===== src/design/pacl_pkg.sv =====
// shared types, constants and helper functions for the prefix acl classifier
`default_nettype none

package pacl_pkg;

  localparam int ADDR_W      = 32;
  localparam int PLEN_W      = 6;
  localparam int FLAG_W      = 8;
  localparam int MODE_W      = 3;
  localparam int REQ_W       = 2;
  localparam int STATUS_W    = 2;
  localparam int COUNT_OUT_W = 9;
  localparam int CFG_IDX_W   = 2;
  localparam int CFG_DATA_W  = 8;

  localparam logic [PLEN_W-1:0] PLEN_MAX = 6'd32;

  // flag bit positions
  localparam int FLAG_NOQUERY = 0;
  localparam int FLAG_NOSERVE = 1;

  // configuration register indexes
  localparam logic [CFG_IDX_W-1:0] CFG_SYMMETRIC      = 2'd0;
  localparam logic [CFG_IDX_W-1:0] CFG_BROADCAST      = 2'd1;
  localparam logic [CFG_IDX_W-1:0] CFG_DEFAULT_POLICY = 2'd2;

  // packet modes
  localparam logic [MODE_W-1:0] MODE_SYM_ACTIVE  = 3'd1;
  localparam logic [MODE_W-1:0] MODE_SYM_PASSIVE = 3'd2;
  localparam logic [MODE_W-1:0] MODE_CLIENT      = 3'd3;
  localparam logic [MODE_W-1:0] MODE_SERVER      = 3'd4;
  localparam logic [MODE_W-1:0] MODE_BROADCAST   = 3'd5;
  localparam logic [MODE_W-1:0] MODE_CONTROL     = 3'd6;
  localparam logic [MODE_W-1:0] MODE_PRIVATE     = 3'd7;

  typedef enum logic [REQ_W-1:0] {
    REQ_CHECK  = 2'd0,
    REQ_ADD    = 2'd1,
    REQ_REMOVE = 2'd2,
    REQ_CLEAR  = 2'd3
  } req_t;

  typedef enum logic [STATUS_W-1:0] {
    ST_OK       = 2'd0,
    ST_INVALID  = 2'd1,
    ST_FULL     = 2'd2,
    ST_NOTFOUND = 2'd3
  } status_t;

  typedef enum logic {
    CMP_PREFIX,
    CMP_EXACT
  } cmp_mode_t;

  typedef struct packed {
    logic [ADDR_W-1:0] network;
    logic [PLEN_W-1:0] prefix;
    logic [FLAG_W-1:0] flags;
  } entry_t;

  // all ones shifted right by the prefix length, inverted: 0 gives 0, 32 and up give all ones
  function automatic logic [ADDR_W-1:0] prefix_mask(input logic [PLEN_W-1:0] plen);
    return ~({ADDR_W{1'b1}} >> plen);
  endfunction

  function automatic logic mode_permit(input logic [MODE_W-1:0] mode,
                                       input logic [FLAG_W-1:0] flags,
                                       input logic              sym_en,
                                       input logic              bc_en);
    logic ok;
    case (mode) inside
      MODE_SYM_ACTIVE, MODE_SYM_PASSIVE: ok = sym_en && !flags[FLAG_NOSERVE];
      MODE_BROADCAST:                    ok = bc_en && !flags[FLAG_NOSERVE];
      MODE_CLIENT, MODE_SERVER:          ok = !flags[FLAG_NOSERVE];
      MODE_CONTROL, MODE_PRIVATE:        ok = !flags[FLAG_NOQUERY];
      default:                           ok = 1'b0;
    endcase
    return ok;
  endfunction

endpackage

`default_nettype wire


===== src/design/pacl_match.sv =====
// shared compare unit: masked prefix match or exact network and prefix match
`default_nettype none

module pacl_match (
  input  pacl_pkg::cmp_mode_t             mode,
  input  logic [pacl_pkg::ADDR_W-1:0]     key_addr,
  input  logic [pacl_pkg::PLEN_W-1:0]     key_plen,
  input  pacl_pkg::entry_t                entry,
  output logic                            hit
);
  import pacl_pkg::*;

  logic [ADDR_W-1:0] mask;

  always_comb begin
    mask = prefix_mask(entry.prefix);
    case (mode)
      CMP_PREFIX: hit = ((key_addr ^ entry.network) & mask) == '0;
      CMP_EXACT:  hit = (key_addr == entry.network) && (key_plen == entry.prefix);
      default:    hit = 1'b0;
    endcase
  end

endmodule

`default_nettype wire


===== config.mk =====
export PLATFORM = sky130hd
export DESIGN_NAME = pacl_match
export DESIGN_NICKNAME = d
export VERILOG_FILES = /design/src/design/pacl_pkg.sv /design/src/design/pacl_match.sv
export SDC_FILE = /design/constraint.sdc
export NUM_CORES = 1
export LEC_CHECK = 0
export BUFFER_PORTS_ARGS = -buffer_cell sky130_fd_sc_hd__buf_4
export CORE_MARGIN = 5
export CORE_UTILIZATION = 38
export DETAILED_ROUTE_END_ITERATION = 7
export PLACE_DENSITY = 0.87
export SLEW_MARGIN = 20
export SYNTH_ARGS = -nofsm -noshare
export SYNTH_HDL_FRONTEND = slang
export SYNTH_SLANG_ARGS = --single-unit

===== constraint.sdc =====
create_clock -name vclk -period 2.1
set_input_delay 0.21 -clock vclk [all_inputs]
set_output_delay 0.21 -clock vclk [all_outputs]
set_load 0.03 [all_outputs]

==> reports/results.tsv <==
metric	value	unit
outcome	completed	
min_period_over_period	99.9	%
power	364	uW
synth_top_area_share	32.0	%
rows	17	
regArea	0	um2
core-area	2170	um2
firstDrtPassIters	4	
avgSynthCellArea	7.20	um2
whs	1.02	ns
critPathBufInv	2	
clock_buffer_count	0	
synth.most_common_cell	xnor2_1	
path_cells	buf_4 -> xor2_2 -> a2111oi_4 -> a211oi_2 -> or4_4 -> nor3_2 -> a41o_1 -> buf_6	
drive_above_1_share	51.0	%
seq_cells	0	
critPathMaxStageDelay	0.51	ns
grt_pass1_vias	1380	
syn_inst	118	
synth_area	850	um2
via_count	1317	
crit_fanout	3	
nNetsFinal	293	
synthDistinctLibCells	42	
grtUsageTotal	22.4	%
grt_max_degree	12	
worst_path_max_delay_cell	or4_4	
min_path_type	input port to primary output	
crit_path_start	entry[37]	
worst_setup_path_end_kind	primary output	
die_area	3280	um2
setup-violations-final	0	
n_fill_cell	173	
place_ws	-0.122	ns
final_cell_area	1640	um2
drt-initial-drc-count	31	
io_buffer_count	78	
fin_crit	2.10	ns
die_w	57.3	um
grt_pass1_wl	6.09	mm
n_antenna_cell	0	
grt_antenna_before_repair	0	
place.gp.congestion	0.855	
die_h	57.3	um
fin_ws	0.00125	ns
boundaryPins	86	
crit_end	hit	
start_util	39.2	%
slew_violations	0	
arrival	1.89	ns
fmax	0.476	GHz
ys_warn_count	0	
hold_viol	0	
area.growth.synth_to_final	92.8	%
synthesis.nets	203	
max_cap_viol_count	0	
ant_nets	0	
power.leakage	0.000693	uW
yosysTopAreaCell	xnor2_1	
ir_drop	0.000155	V
drt_wl_total	3.79	mm
synth_commonest_cells	xnor2_1 (31), xor2_1 (7)	
post-route-drc-count	0	
seq_area_frac_synth	0	%
final_util	75.5	%
cp.depth	8	
vias_per_cell	5.63	
power_density	222	nW/um2
rsz0062_at_grt	yes	
wl_per_cell	16.2	um
path_class	input port to primary output	
postCtsSetupBuffers	0	
tightest_slew	0.335	ns
gr-total-overflow	0	
detailedPlacementHpwl	3.26	mm
synthTopCellsByArea	xnor2_1 (32%), xor2_1 (7.2%), nand4_1 (4.4%)	
hold_buffers	0	
slew_headroom	77.5	%
placed_area	1560	um2
crit_family	simple AND/OR/NAND/NOR gates	
required	1.89	ns
start_kind	input port	
through the flow:
step | cells | setup TNS (ns)
6_report | 234 | 0
5_1_grt | 234 | -0.0768
4_1_cts | 234 | 0
3_5_place_dp | 234 | -0.122
3_3_place_gp | 234 | -0.121
2_1_floorplan | 118 | 0
worst min-delay path by stage:
stage	startpoint	endpoint	slack, ns	cells past startpoint
final	key_addr[0]	hit	1.02	6
after CTS	mode	hit	1.02	5
after detailed placement	mode	hit	1.04	5
after global placement	mode	hit	1.03	5
after floorplan	mode	hit	0.84	3
after global routing	key_addr[0]	hit	1.06	6
repair_timing:
item,4_1_cts,5_1_grt
endpoints found under the setup margin,1,1
gates resized for setup,6,8
pin swaps,7,4
per-layer routing:
metal	GRT usage [%]	wire length, um	vias to the layer above
met4	1.32	0	0
met3	2.71	327	0
met5	0	0	-
met1	27.4	1380	611
met2	43.1	2080	66
li1	-	-	640
final cells by class:
class	count	area [um2]	area share [%]
Inverter	3	11.3	0.688
Multi-Input combinational cell	109	871	53.2
Tap cell	28	35.0	2.14
Timing Repair Buffer	94	721	44.0
worst min-delay path, delay by kind of cell:
kind / cells / cell delay, ns
compound gates: 1 / 0.19
xor+xnor: 1 / 0.05
buf+inv: 2 / 0.22
simple gates: 2 / 0.14
report_power, final:
part / internal (uW) / switching (uW) / leakage (uW)
Sequential: 0 / 0 / 0
Combinational: 208 / 157 / 0.000693
Clock: 0 / 0 / 0
layout by cell type (no fill, tap or decap), types with 3 or more instances in the layout:
cell type   n
o211ai_1    4
buf_4      91
o31ai_1     3
xnor2_1    31
nand2_1     6
a21oi_1     6
o21ai_0     3
nor3_1      4
nand4_1     6
xor2_1      6
a211oi_1    3
cells by family (layout without fill, tap and decap cells):
| logic type | Yosys count | in the layout | share of synthesized area [%] |
|---|---|---|---|
| AO/OA/AOI/OAI | 40 | 40 | 35.6 |
| XOR/XNOR | 38 | 38 | 39.2 |
| AND/OR/NAND/NOR | 31 | 31 | 20.6 |
| buffers and inverters | 9 | 97 | 4.57 |
Note: power is estimated with default switching activity, not from simulation.
